==> src/sv/gmo_pkg.sv <==
// Shared types, widths and the tangent threshold table for the gradient
// magnitude and orientation block. Depends on nothing else.
package gmo_pkg;

    localparam int ANGLE_FRACTION_BITS = 16;

    localparam int GRAD_W      = 11;
    localparam int BYTE_W      = 8;
    localparam int SUM_W       = 2 * GRAD_W;
    localparam int ROOT_W      = 8;
    localparam int SQ_W        = 2 * ROOT_W;
    localparam int IDX_W       = 5;
    localparam int TAN_ENTRIES = 1 << IDX_W;
    localparam int TAN_W       = ANGLE_FRACTION_BITS + 1;
    localparam int PROD_W      = GRAD_W + TAN_W;
    localparam int QUAD_W      = 2;
    localparam int STEP_W      = 6;
    localparam int CELL_COUNT  = ROOT_W;
    localparam int ANGLE_CELLS = IDX_W;

    typedef logic [BYTE_W-1:0] byte_t;
    typedef logic [GRAD_W-1:0] grad_t;
    typedef logic [SUM_W-1:0]  sum_t;
    typedef logic [ROOT_W-1:0] root_t;
    typedef logic [SQ_W-1:0]   sq_t;
    typedef logic [IDX_W-1:0]  idx_t;
    typedef logic [TAN_W-1:0]  tan_t;
    typedef logic [PROD_W-1:0] prod_t;
    typedef logic [QUAD_W-1:0] quad_t;
    typedef logic [STEP_W-1:0] step_t;

    // One item as it travels down the chain of cells.
    typedef struct packed {
        byte_t horiz_display;
        byte_t vert_display;
        sum_t  sq_sum;
        root_t root;
        grad_t near_side;
        grad_t far_side;
        logic  shallow;
        quad_t quadrant;
        logic  zero_vec;
        idx_t  step_idx;
    } gmo_item_t;

    // Q31 recurrence for tan(k*pi/128), evaluated at elaboration.
    localparam logic [63:0] TAN_STEP_Q31 = 64'd52717765;
    localparam logic [63:0] Q31_ONE      = 64'h0000_0000_8000_0000;
    localparam logic [63:0] Q31_HALF     = 64'h0000_0000_4000_0000;

    localparam logic [63:0] TQ00 = 64'd0;
    localparam logic [63:0] DN00 = Q31_ONE - ((TQ00 * TAN_STEP_Q31 + Q31_HALF) >> 31);
    localparam logic [63:0] TQ01 = (((TQ00 + TAN_STEP_Q31) << 31) + DN00 / 2) / DN00;
    localparam logic [63:0] DN01 = Q31_ONE - ((TQ01 * TAN_STEP_Q31 + Q31_HALF) >> 31);
    localparam logic [63:0] TQ02 = (((TQ01 + TAN_STEP_Q31) << 31) + DN01 / 2) / DN01;
    localparam logic [63:0] DN02 = Q31_ONE - ((TQ02 * TAN_STEP_Q31 + Q31_HALF) >> 31);
    localparam logic [63:0] TQ03 = (((TQ02 + TAN_STEP_Q31) << 31) + DN02 / 2) / DN02;
    localparam logic [63:0] DN03 = Q31_ONE - ((TQ03 * TAN_STEP_Q31 + Q31_HALF) >> 31);
    localparam logic [63:0] TQ04 = (((TQ03 + TAN_STEP_Q31) << 31) + DN03 / 2) / DN03;
    localparam logic [63:0] DN04 = Q31_ONE - ((TQ04 * TAN_STEP_Q31 + Q31_HALF) >> 31);
    localparam logic [63:0] TQ05 = (((TQ04 + TAN_STEP_Q31) << 31) + DN04 / 2) / DN04;
    localparam logic [63:0] DN05 = Q31_ONE - ((TQ05 * TAN_STEP_Q31 + Q31_HALF) >> 31);
    localparam logic [63:0] TQ06 = (((TQ05 + TAN_STEP_Q31) << 31) + DN05 / 2) / DN05;
    localparam logic [63:0] DN06 = Q31_ONE - ((TQ06 * TAN_STEP_Q31 + Q31_HALF) >> 31);
    localparam logic [63:0] TQ07 = (((TQ06 + TAN_STEP_Q31) << 31) + DN06 / 2) / DN06;
    localparam logic [63:0] DN07 = Q31_ONE - ((TQ07 * TAN_STEP_Q31 + Q31_HALF) >> 31);
    localparam logic [63:0] TQ08 = (((TQ07 + TAN_STEP_Q31) << 31) + DN07 / 2) / DN07;
    localparam logic [63:0] DN08 = Q31_ONE - ((TQ08 * TAN_STEP_Q31 + Q31_HALF) >> 31);
    localparam logic [63:0] TQ09 = (((TQ08 + TAN_STEP_Q31) << 31) + DN08 / 2) / DN08;
    localparam logic [63:0] DN09 = Q31_ONE - ((TQ09 * TAN_STEP_Q31 + Q31_HALF) >> 31);
    localparam logic [63:0] TQ10 = (((TQ09 + TAN_STEP_Q31) << 31) + DN09 / 2) / DN09;
    localparam logic [63:0] DN10 = Q31_ONE - ((TQ10 * TAN_STEP_Q31 + Q31_HALF) >> 31);
    localparam logic [63:0] TQ11 = (((TQ10 + TAN_STEP_Q31) << 31) + DN10 / 2) / DN10;
    localparam logic [63:0] DN11 = Q31_ONE - ((TQ11 * TAN_STEP_Q31 + Q31_HALF) >> 31);
    localparam logic [63:0] TQ12 = (((TQ11 + TAN_STEP_Q31) << 31) + DN11 / 2) / DN11;
    localparam logic [63:0] DN12 = Q31_ONE - ((TQ12 * TAN_STEP_Q31 + Q31_HALF) >> 31);
    localparam logic [63:0] TQ13 = (((TQ12 + TAN_STEP_Q31) << 31) + DN12 / 2) / DN12;
    localparam logic [63:0] DN13 = Q31_ONE - ((TQ13 * TAN_STEP_Q31 + Q31_HALF) >> 31);
    localparam logic [63:0] TQ14 = (((TQ13 + TAN_STEP_Q31) << 31) + DN13 / 2) / DN13;
    localparam logic [63:0] DN14 = Q31_ONE - ((TQ14 * TAN_STEP_Q31 + Q31_HALF) >> 31);
    localparam logic [63:0] TQ15 = (((TQ14 + TAN_STEP_Q31) << 31) + DN14 / 2) / DN14;
    localparam logic [63:0] DN15 = Q31_ONE - ((TQ15 * TAN_STEP_Q31 + Q31_HALF) >> 31);
    localparam logic [63:0] TQ16 = (((TQ15 + TAN_STEP_Q31) << 31) + DN15 / 2) / DN15;
    localparam logic [63:0] DN16 = Q31_ONE - ((TQ16 * TAN_STEP_Q31 + Q31_HALF) >> 31);
    localparam logic [63:0] TQ17 = (((TQ16 + TAN_STEP_Q31) << 31) + DN16 / 2) / DN16;
    localparam logic [63:0] DN17 = Q31_ONE - ((TQ17 * TAN_STEP_Q31 + Q31_HALF) >> 31);
    localparam logic [63:0] TQ18 = (((TQ17 + TAN_STEP_Q31) << 31) + DN17 / 2) / DN17;
    localparam logic [63:0] DN18 = Q31_ONE - ((TQ18 * TAN_STEP_Q31 + Q31_HALF) >> 31);
    localparam logic [63:0] TQ19 = (((TQ18 + TAN_STEP_Q31) << 31) + DN18 / 2) / DN18;
    localparam logic [63:0] DN19 = Q31_ONE - ((TQ19 * TAN_STEP_Q31 + Q31_HALF) >> 31);
    localparam logic [63:0] TQ20 = (((TQ19 + TAN_STEP_Q31) << 31) + DN19 / 2) / DN19;
    localparam logic [63:0] DN20 = Q31_ONE - ((TQ20 * TAN_STEP_Q31 + Q31_HALF) >> 31);
    localparam logic [63:0] TQ21 = (((TQ20 + TAN_STEP_Q31) << 31) + DN20 / 2) / DN20;
    localparam logic [63:0] DN21 = Q31_ONE - ((TQ21 * TAN_STEP_Q31 + Q31_HALF) >> 31);
    localparam logic [63:0] TQ22 = (((TQ21 + TAN_STEP_Q31) << 31) + DN21 / 2) / DN21;
    localparam logic [63:0] DN22 = Q31_ONE - ((TQ22 * TAN_STEP_Q31 + Q31_HALF) >> 31);
    localparam logic [63:0] TQ23 = (((TQ22 + TAN_STEP_Q31) << 31) + DN22 / 2) / DN22;
    localparam logic [63:0] DN23 = Q31_ONE - ((TQ23 * TAN_STEP_Q31 + Q31_HALF) >> 31);
    localparam logic [63:0] TQ24 = (((TQ23 + TAN_STEP_Q31) << 31) + DN23 / 2) / DN23;
    localparam logic [63:0] DN24 = Q31_ONE - ((TQ24 * TAN_STEP_Q31 + Q31_HALF) >> 31);
    localparam logic [63:0] TQ25 = (((TQ24 + TAN_STEP_Q31) << 31) + DN24 / 2) / DN24;
    localparam logic [63:0] DN25 = Q31_ONE - ((TQ25 * TAN_STEP_Q31 + Q31_HALF) >> 31);
    localparam logic [63:0] TQ26 = (((TQ25 + TAN_STEP_Q31) << 31) + DN25 / 2) / DN25;
    localparam logic [63:0] DN26 = Q31_ONE - ((TQ26 * TAN_STEP_Q31 + Q31_HALF) >> 31);
    localparam logic [63:0] TQ27 = (((TQ26 + TAN_STEP_Q31) << 31) + DN26 / 2) / DN26;
    localparam logic [63:0] DN27 = Q31_ONE - ((TQ27 * TAN_STEP_Q31 + Q31_HALF) >> 31);
    localparam logic [63:0] TQ28 = (((TQ27 + TAN_STEP_Q31) << 31) + DN27 / 2) / DN27;
    localparam logic [63:0] DN28 = Q31_ONE - ((TQ28 * TAN_STEP_Q31 + Q31_HALF) >> 31);
    localparam logic [63:0] TQ29 = (((TQ28 + TAN_STEP_Q31) << 31) + DN28 / 2) / DN28;
    localparam logic [63:0] DN29 = Q31_ONE - ((TQ29 * TAN_STEP_Q31 + Q31_HALF) >> 31);
    localparam logic [63:0] TQ30 = (((TQ29 + TAN_STEP_Q31) << 31) + DN29 / 2) / DN29;
    localparam logic [63:0] DN30 = Q31_ONE - ((TQ30 * TAN_STEP_Q31 + Q31_HALF) >> 31);
    localparam logic [63:0] TQ31 = (((TQ30 + TAN_STEP_Q31) << 31) + DN30 / 2) / DN30;

    // Round a Q31 tangent half up to the angle fraction width.
    function automatic tan_t tan_round(input logic [63:0] t);
        logic [63:0] r;
        r = (t + (64'd1 << (30 - ANGLE_FRACTION_BITS))) >> (31 - ANGLE_FRACTION_BITS);
        return r[TAN_W-1:0];
    endfunction

    localparam tan_t TAN_TABLE [TAN_ENTRIES] = '{
        tan_round(TQ00), tan_round(TQ01), tan_round(TQ02), tan_round(TQ03),
        tan_round(TQ04), tan_round(TQ05), tan_round(TQ06), tan_round(TQ07),
        tan_round(TQ08), tan_round(TQ09), tan_round(TQ10), tan_round(TQ11),
        tan_round(TQ12), tan_round(TQ13), tan_round(TQ14), tan_round(TQ15),
        tan_round(TQ16), tan_round(TQ17), tan_round(TQ18), tan_round(TQ19),
        tan_round(TQ20), tan_round(TQ21), tan_round(TQ22), tan_round(TQ23),
        tan_round(TQ24), tan_round(TQ25), tan_round(TQ26), tan_round(TQ27),
        tan_round(TQ28), tan_round(TQ29), tan_round(TQ30), tan_round(TQ31)
    };

endpackage

==> src/sv/gmo_front.sv <==
// Front stage: display bytes, squared length, quadrant folding.
// Depends on gmo_pkg.
module gmo_front (
    input  logic                clk,
    input  logic                rst_n,
    input  logic                grad_valid,
    output logic                grad_ready,
    input  gmo_pkg::grad_t      horiz_gradient,
    input  gmo_pkg::grad_t      vert_gradient,
    output logic                down_valid,
    input  logic                down_ready,
    output gmo_pkg::gmo_item_t  down_item
);

    logic               valid_reg;
    gmo_pkg::gmo_item_t item_reg;
    gmo_pkg::gmo_item_t item_next;

    // Halve towards zero, add 128 and clamp to a byte.
    function automatic gmo_pkg::byte_t display_of(input gmo_pkg::grad_t g);
        logic signed [gmo_pkg::GRAD_W:0] ext;
        logic signed [gmo_pkg::GRAD_W:0] half;
        logic signed [gmo_pkg::GRAD_W:0] d;
        ext  = $signed({g[gmo_pkg::GRAD_W-1], g})
             + $signed({{gmo_pkg::GRAD_W{1'b0}}, g[gmo_pkg::GRAD_W-1]});
        half = ext >>> 1;
        d    = half + $signed((gmo_pkg::GRAD_W + 1)'(128));
        if (d < 0)
            return '0;
        else if (d > $signed((gmo_pkg::GRAD_W + 1)'(255)))
            return '1;
        else
            return d[gmo_pkg::BYTE_W-1:0];
    endfunction

    logic signed [gmo_pkg::GRAD_W-1:0] gx;
    logic signed [gmo_pkg::GRAD_W-1:0] gy;
    logic signed [gmo_pkg::SUM_W-1:0]  gx_sq;
    logic signed [gmo_pkg::SUM_W-1:0]  gy_sq;
    gmo_pkg::grad_t                    abs_x;
    gmo_pkg::grad_t                    abs_y;
    gmo_pkg::grad_t                    side_a;
    gmo_pkg::grad_t                    side_b;
    gmo_pkg::quad_t                    quad;

    assign gx    = $signed(horiz_gradient);
    assign gy    = $signed(vert_gradient);
    assign gx_sq = gmo_pkg::SUM_W'(gx) * gmo_pkg::SUM_W'(gx);
    assign gy_sq = gmo_pkg::SUM_W'(gy) * gmo_pkg::SUM_W'(gy);
    assign abs_x = gx[gmo_pkg::GRAD_W-1] ? gmo_pkg::grad_t'(-gx) : gmo_pkg::grad_t'(gx);
    assign abs_y = gy[gmo_pkg::GRAD_W-1] ? gmo_pkg::grad_t'(-gy) : gmo_pkg::grad_t'(gy);

    always_comb
    begin
        if (gx > 0 && gy >= 0)
        begin
            quad   = gmo_pkg::quad_t'(0);
            side_a = abs_x;
            side_b = abs_y;
        end
        else if (gx <= 0 && gy > 0)
        begin
            quad   = gmo_pkg::quad_t'(1);
            side_a = abs_y;
            side_b = abs_x;
        end
        else if (gx < 0 && gy <= 0)
        begin
            quad   = gmo_pkg::quad_t'(2);
            side_a = abs_x;
            side_b = abs_y;
        end
        else
        begin
            quad   = gmo_pkg::quad_t'(3);
            side_a = abs_y;
            side_b = abs_x;
        end
    end

    always_comb
    begin
        item_next.horiz_display = display_of(horiz_gradient);
        item_next.vert_display  = display_of(vert_gradient);
        item_next.sq_sum        = gmo_pkg::sum_t'(gx_sq) + gmo_pkg::sum_t'(gy_sq);
        item_next.root          = '0;
        item_next.shallow       = side_b < side_a;
        item_next.near_side     = (side_b < side_a) ? side_b : side_a;
        item_next.far_side      = (side_b < side_a) ? side_a : side_b;
        item_next.quadrant      = quad;
        item_next.zero_vec      = (gx == 0) && (gy == 0);
        item_next.step_idx      = '0;
    end

    assign grad_ready = !valid_reg || down_ready;
    assign down_valid = valid_reg;
    assign down_item  = item_reg;

    always_ff @(posedge clk or negedge rst_n)
    begin
        if (!rst_n)
            valid_reg <= 1'b0;
        else if (grad_ready)
            valid_reg <= grad_valid;
    end

    always_ff @(posedge clk)
    begin
        if (grad_valid && grad_ready)
            item_reg <= item_next;
    end

endmodule

==> src/sv/gmo_cell.sv <==
// One cell of the chain: settles one root bit and, where given, one bit of
// the tangent table index. Depends on gmo_pkg.
module gmo_cell (
    input  logic                clk,
    input  logic                rst_n,
    input  gmo_pkg::root_t      root_bit,
    input  gmo_pkg::idx_t       angle_bit,
    input  logic                up_valid,
    output logic                up_ready,
    input  gmo_pkg::gmo_item_t  up_item,
    output logic                down_valid,
    input  logic                down_ready,
    output gmo_pkg::gmo_item_t  down_item
);

    logic               valid_reg;
    gmo_pkg::gmo_item_t item_reg;
    gmo_pkg::gmo_item_t item_next;

    gmo_pkg::root_t trial_root;
    gmo_pkg::sq_t   trial_sq;
    gmo_pkg::idx_t  trial_idx;
    gmo_pkg::tan_t  trial_tan;
    gmo_pkg::prod_t far_prod;
    gmo_pkg::prod_t near_scaled;
    logic           root_take;
    logic           angle_take;

    assign trial_root  = up_item.root | root_bit;
    assign trial_sq    = gmo_pkg::sq_t'(trial_root) * gmo_pkg::sq_t'(trial_root);
    assign root_take   = gmo_pkg::sum_t'(trial_sq) <= up_item.sq_sum;

    // The thresholds rise with the index, so the comparison is true up to
    // some index and false beyond it: a binary search finds that edge.
    assign trial_idx   = up_item.step_idx | angle_bit;
    assign trial_tan   = gmo_pkg::TAN_TABLE[trial_idx];
    assign far_prod    = gmo_pkg::prod_t'(up_item.far_side) * gmo_pkg::prod_t'(trial_tan);
    assign near_scaled = gmo_pkg::prod_t'(up_item.near_side) << gmo_pkg::ANGLE_FRACTION_BITS;
    assign angle_take  = (angle_bit != '0)
                      && (up_item.shallow ? (near_scaled >= far_prod)
                                          : (near_scaled >  far_prod));

    always_comb
    begin
        item_next          = up_item;
        item_next.root     = root_take ? trial_root : up_item.root;
        item_next.step_idx = angle_take ? trial_idx : up_item.step_idx;
    end

    assign up_ready   = !valid_reg || down_ready;
    assign down_valid = valid_reg;
    assign down_item  = item_reg;

    always_ff @(posedge clk or negedge rst_n)
    begin
        if (!rst_n)
            valid_reg <= 1'b0;
        else if (up_ready)
            valid_reg <= up_valid;
    end

    always_ff @(posedge clk)
    begin
        if (up_valid && up_ready)
            item_reg <= item_next;
    end

endmodule

==> src/sv/gradient_magnitude_orientation.sv <==
// Top level of the gradient magnitude and orientation block.
// Depends on gmo_pkg, gmo_front and gmo_cell.
//
// This block takes the horizontal and vertical Sobel gradients of one pixel
// per item and returns four bytes: the two gradients halved towards zero,
// offset by 128 and clamped to a byte for display, the Euclidean length
// rounded down and clamped at 255, and the gradient angle in 256 equal steps
// of pi/128 around the full circle, with a zero vector giving angle 0. It
// accepts one item every clock cycle while the result side does not stall.
// The chain is one front stage that forms the display bytes, the squared
// length and the folded quadrant, eight identical cells of which each
// decides one bit of the square root and the first five also one bit of
// the binary search through the 32-entry tangent table (each cell holds two
// multipliers), and one output register. Every stage has its own valid flag
// and ready is passed back stage by stage, so empty slots in the chain are
// filled while a finished result waits to be taken, and a stall on the
// result side only holds back items once the chain is full.
// There is no configuration and no state between items.
module gradient_magnitude_orientation (
    input  logic           clk,
    input  logic           rst_n,
    input  logic           grad_valid,
    output logic           grad_ready,
    input  gmo_pkg::grad_t horiz_gradient,
    input  gmo_pkg::grad_t vert_gradient,
    output logic           result_valid,
    input  logic           result_ready,
    output gmo_pkg::byte_t horiz_display,
    output gmo_pkg::byte_t vert_display,
    output gmo_pkg::byte_t magnitude,
    output gmo_pkg::byte_t orientation
);

    // Link 0 leaves the front stage, link i+1 leaves cell i.
    logic               link_valid [gmo_pkg::CELL_COUNT+1];
    logic               link_ready [gmo_pkg::CELL_COUNT+1];
    gmo_pkg::gmo_item_t link_item  [gmo_pkg::CELL_COUNT+1];

    gmo_front u_front (
        .clk            (clk),
        .rst_n          (rst_n),
        .grad_valid     (grad_valid),
        .grad_ready     (grad_ready),
        .horiz_gradient (horiz_gradient),
        .vert_gradient  (vert_gradient),
        .down_valid     (link_valid[0]),
        .down_ready     (link_ready[0]),
        .down_item      (link_item[0])
    );

    // Cell i tries root bit 128 >> i; the first cells also try table index
    // bits from the most significant down.
    for (genvar i = 0; i < gmo_pkg::CELL_COUNT; i++)
    begin : g_cell
        localparam gmo_pkg::root_t ROOT_BIT =
            gmo_pkg::root_t'(1 << (gmo_pkg::ROOT_W - 1 - i));
        localparam gmo_pkg::idx_t ANGLE_BIT = (i < gmo_pkg::ANGLE_CELLS)
            ? gmo_pkg::idx_t'(1 << (gmo_pkg::ANGLE_CELLS - 1 - i))
            : gmo_pkg::idx_t'(0);

        gmo_cell u_cell (
            .clk        (clk),
            .rst_n      (rst_n),
            .root_bit   (ROOT_BIT),
            .angle_bit  (ANGLE_BIT),
            .up_valid   (link_valid[i]),
            .up_ready   (link_ready[i]),
            .up_item    (link_item[i]),
            .down_valid (link_valid[i+1]),
            .down_ready (link_ready[i+1]),
            .down_item  (link_item[i+1])
        );
    end

    // Output register. The search leaves the last table index whose test
    // held; below the diagonal that index is the step itself, on and above it
    // the step counts back from the top of the quadrant.
    gmo_pkg::gmo_item_t last_item;
    gmo_pkg::step_t     step;
    gmo_pkg::byte_t     orient_next;

    logic           valid_reg;
    gmo_pkg::byte_t horiz_reg;
    gmo_pkg::byte_t vert_reg;
    gmo_pkg::byte_t mag_reg;
    gmo_pkg::byte_t orient_reg;

    assign last_item = link_item[gmo_pkg::CELL_COUNT];
    assign step      = last_item.shallow
                     ? gmo_pkg::step_t'(last_item.step_idx)
                     : gmo_pkg::step_t'(6'd63 - gmo_pkg::step_t'(last_item.step_idx));
    assign orient_next = last_item.zero_vec ? '0 : {last_item.quadrant, step};

    assign link_ready[gmo_pkg::CELL_COUNT] = !valid_reg || result_ready;

    always_ff @(posedge clk or negedge rst_n)
    begin
        if (!rst_n)
            valid_reg <= 1'b0;
        else if (link_ready[gmo_pkg::CELL_COUNT])
            valid_reg <= link_valid[gmo_pkg::CELL_COUNT];
    end

    always_ff @(posedge clk)
    begin
        if (link_valid[gmo_pkg::CELL_COUNT] && link_ready[gmo_pkg::CELL_COUNT])
        begin
            horiz_reg  <= last_item.horiz_display;
            vert_reg   <= last_item.vert_display;
            mag_reg    <= last_item.root;
            orient_reg <= orient_next;
        end
    end

    assign result_valid  = valid_reg;
    assign horiz_display = horiz_reg;
    assign vert_display  = vert_reg;
    assign magnitude     = mag_reg;
    assign orientation   = orient_reg;

endmodule

==> config.mk <==
export PLATFORM = sky130hd
export DESIGN_NAME = gradient_magnitude_orientation
export DESIGN_NICKNAME = d
export VERILOG_FILES = /design/src/sv/gmo_pkg.sv /design/src/sv/gmo_front.sv /design/src/sv/gmo_cell.sv /design/src/sv/gradient_magnitude_orientation.sv
export SDC_FILE = /design/constraint.sdc
export NUM_CORES = 2
export LEC_CHECK = 0
export ABC_AREA = 1
export ABC_CLOCK_PERIOD_IN_PS = 9900
export BUFFER_PORTS_ARGS = -buffer_cell sky130_fd_sc_hd__buf_4
export CAP_MARGIN = 10
export CORE_ASPECT_RATIO = 1.75
export CORE_UTILIZATION = 30
export CTS_CLUSTER_DIAMETER = 30
export DETAILED_ROUTE_END_ITERATION = 7
export MAX_ROUTING_LAYER = met4
export SYNTH_ARGS = -nofsm -noshare
export SYNTH_HDL_FRONTEND = slang
export SYNTH_SLANG_ARGS = --single-unit
==> constraint.sdc <==
create_clock -name clk -period 9.9 [get_ports clk]
set_input_delay 1.98 -clock clk [delete_from_list [all_inputs] [get_ports clk]]
set_output_delay 1.98 -clock clk [all_outputs]
set_load 0.03 [all_outputs]
==> flow_summary.toml <==
[run_status]
status = "finished clean"

[clocking]
cts_root_buf = "clkbuf_16"
clock-sinks = 574
numCtsBuffers = 94
cts_setup_buffers = 0
path_clk_slew_ns = 0.06
tritoncts = "done"
clk_latency_ns = 0.71
cts_resized = 0
ctsHoldBuffers = 0
h-tree-depth = 3
clk_path_buf_depth = 3

[final_layout]
area_growth_pct = 11.3
fill_cells = 20484
multi_input_area_mm2 = 0.0364
layout_commonest_cell = "inv_1"
drive_gt1_share_pct = 4.28
final_cell_mix = "inv_1, nand2_1, fa_1, ha_1, edfxtp_1"
seqCellArea_mm2 = 0.0172
nets = 7962

[sta]
setup_slack_ns = 0.825
post-route-period-util_pct = 91.7
setup_viol = 0
tightest_slew_ns = 1.13
min_period_ns = 9.08
maxSlewViolCount = 0
finalHoldViolCount = 0
fmax_ghz = 0.110
skew_ns = 0.0519
relSlewSlack_pct = 24.5
rsz0062_at_grt = "no"
fin_tns_setup_ns = 0

[hold_path]
min_path_type = "reg2reg"
holdPathStages = 0
hold_path_startpoint = "g_cell[0].u_cell.down_item[63]$_DFFE_PP_"
holdPathEnd = "g_cell[1].u_cell.down_item[63]$_DFFE_PP_"

[synth]
syn-cell-area_mm2 = 0.0601
ys_warn_count = 0
syn_inst = 6388
syn_area_per_cell_um2 = 9.41
synthFlopType = "edfxtp_1"
seq_area_frac_synth_pct = 28.6
ys_types = 57
ys_seq_elements = 574
async_flop_share_pct = 1.74
synth-edff-count = 564

[detailed_routing]
vias = 41558
drtIter0Drc = 1839
wire_per_inst_um = 16.4
drc_errors = 0
postRouteAntennaNets = 0
wl_um = 150000
viasPerCell = 4.53
drt-pass1-iter-count = 5

[grt]
grt_pass1_wl_um = 237000
grt_util_all_layers_pct = 15.5
grt_pass1_vias = 45324
overflow = 0
grt_max_degree = 65
antenna_found_initial = 1

[worst_setup_path]
r2r_slack_ns = 0.82
cpPeakStageDelay_ns = 0.84
worst_path_max_delay_cell = "edfxtp_1"
regToRegStartpoint = "g_cell[3].u_cell.down_item[3]$_DFFE_PP_"
cp_top_family = "adder cells"
cp_data_arrival_time_ns = 9.52
reg2reg_to = "g_cell[4].u_cell.down_item[0]$_SDFFCE_PP1P_"
worst_setup_path_start_kind = "register"
crit_required_ns = 10.34
critPathKind = "reg2reg"
worstPathMaxFanout = 18
crit_buf_inv = 7
crit_path_end_kind = "register"
reg2regPathDepth = 34

[floorplan]
dieArea_mm2 = 0.202
die_y_um = 594
rows = 217
initial_core_util_pct = 30.2
core_area_mm2 = 0.199
fp.dieW_um = 340
pin_count = 60

[placement]
io_buffers = 59
place_hpwl_um = 128000
gp_congestion = 0.948
dp_worst_setup_slack_ns = 0.792

[job]
cap_violations = 0
per-layer routing:
| layer | wire, um | track usage (%) | share of wire [%] |
|---|---|---|---|
| met1 | 49500 | 14.2 | 33 |
| met2 | 84600 | 29.8 | 56 |
| met3 | 4690 | 1.60 | 3.1 |
| met4 | 11100 | 10.1 | 7.4 |
| met5 | 0 | - | 0 |
worst max path at each step:
stage                                                       start                                     endpoint  slack, ns  cells past startpoint
final                     g_cell[3].u_cell.down_item[3]$_DFFE_PP_  g_cell[4].u_cell.down_item[0]$_SDFFCE_PP1P_       0.82                     34
after CTS                 g_cell[3].u_cell.down_item[3]$_DFFE_PP_  g_cell[4].u_cell.down_item[0]$_SDFFCE_PP1P_       0.81                     34
after floorplan                                 vert_gradient[10]              u_front.down_item[58]$_DFFE_PP_       2.02                     23
after global placement    g_cell[3].u_cell.down_item[3]$_DFFE_PP_  g_cell[4].u_cell.down_item[0]$_SDFFCE_PP1P_       0.75                     34
after detailed placement  g_cell[3].u_cell.down_item[3]$_DFFE_PP_  g_cell[4].u_cell.down_item[0]$_SDFFCE_PP1P_       0.79                     34
after global routing      g_cell[3].u_cell.down_item[3]$_DFFE_PP_  g_cell[4].u_cell.down_item[0]$_SDFFCE_PP1P_       0.29                     34
sequential cells by signal (all words and copies together) (netlist names):
register,flops
g_cell.u_cell.down_item,468
orientation,8
result_valid,1
vert_display,8
u_front.down_valid,1
g_cell.u_cell.down_valid,8
magnitude,8
horiz_display,8
u_front.down_item,64
cells in the mapped netlist, types with 5 or more instances:
library cell	instances	share of area, %
o21bai_1	11	0.14
nor2_1	438	2.7
a21o_1	19	0.24
clkbuf_1	89	0.56
or2_2	14	0.15
nand2_1	1219	7.6
nor3_1	39	0.32
a31oi_1	9	0.094
edfxtp_1	564	28
buf_2	6	0.050
nor4_1	25	0.26
buf_1	5	0.031
xnor2_1	86	1.3
nand3_1	137	1.1
nand4_1	56	0.58
o211ai_1	10	0.12
xor2_1	121	1.8
ha_1	723	15
o31ai_1	5	0.062
nand3b_1	13	0.16
fa_1	757	25
dfrtp_1	10	0.42
a211oi_1	14	0.17
inv_1	1634	10
a21oi_1	196	1.6
clkinv_1	6	0.037
o21ai_1	7	0.058
o21ai_0	120	1.0
cell type report:
class                      instances  area share, %
antenna                            1        0.00374
clock buffer                     101           3.59
clock inverter                    75           1.39
multi-input combinational       4069           54.4
sequential                       574           25.7
inverter                        1642           9.21
timing repair buffer              75          0.841
tap                             2628           4.91
cells by family after synthesis:
group / after synthesis / share of synthesized area, %
xor gates and xnor gates: 207 / 3.02
AOI/OAI and AO/OA: 414 / 3.84
muxes: 2 / 0.0375
adders and majority gates: 1480 / 40.3
buffers and inverters: 1747 / 11.0
other: 2 / 0.0125
and+or+nand+nor: 1962 / 13.3
DFF: 574 / 28.6
metrics by stage:
stage | util (%) | cells | hold WS (ns) | instance area [um^2]
2_1_floorplan | - | 6390 | 0.400 | 60100
3_3_place_gp | 31.9 | 8988 | 0.400 | 63600
3_5_place_dp | 31.9 | 8988 | 0.405 | 63600
4_1_cts | 33.6 | 9164 | 0.380 | 66900
5_1_grt | 33.6 | 9165 | 0.389 | 66900
6_report | 33.6 | 9165 | 0.390 | 66900
Power is left out: the tool's default activity adds up to more than one toggle a clock period on the data nets, which glitch-free logic cannot reach.
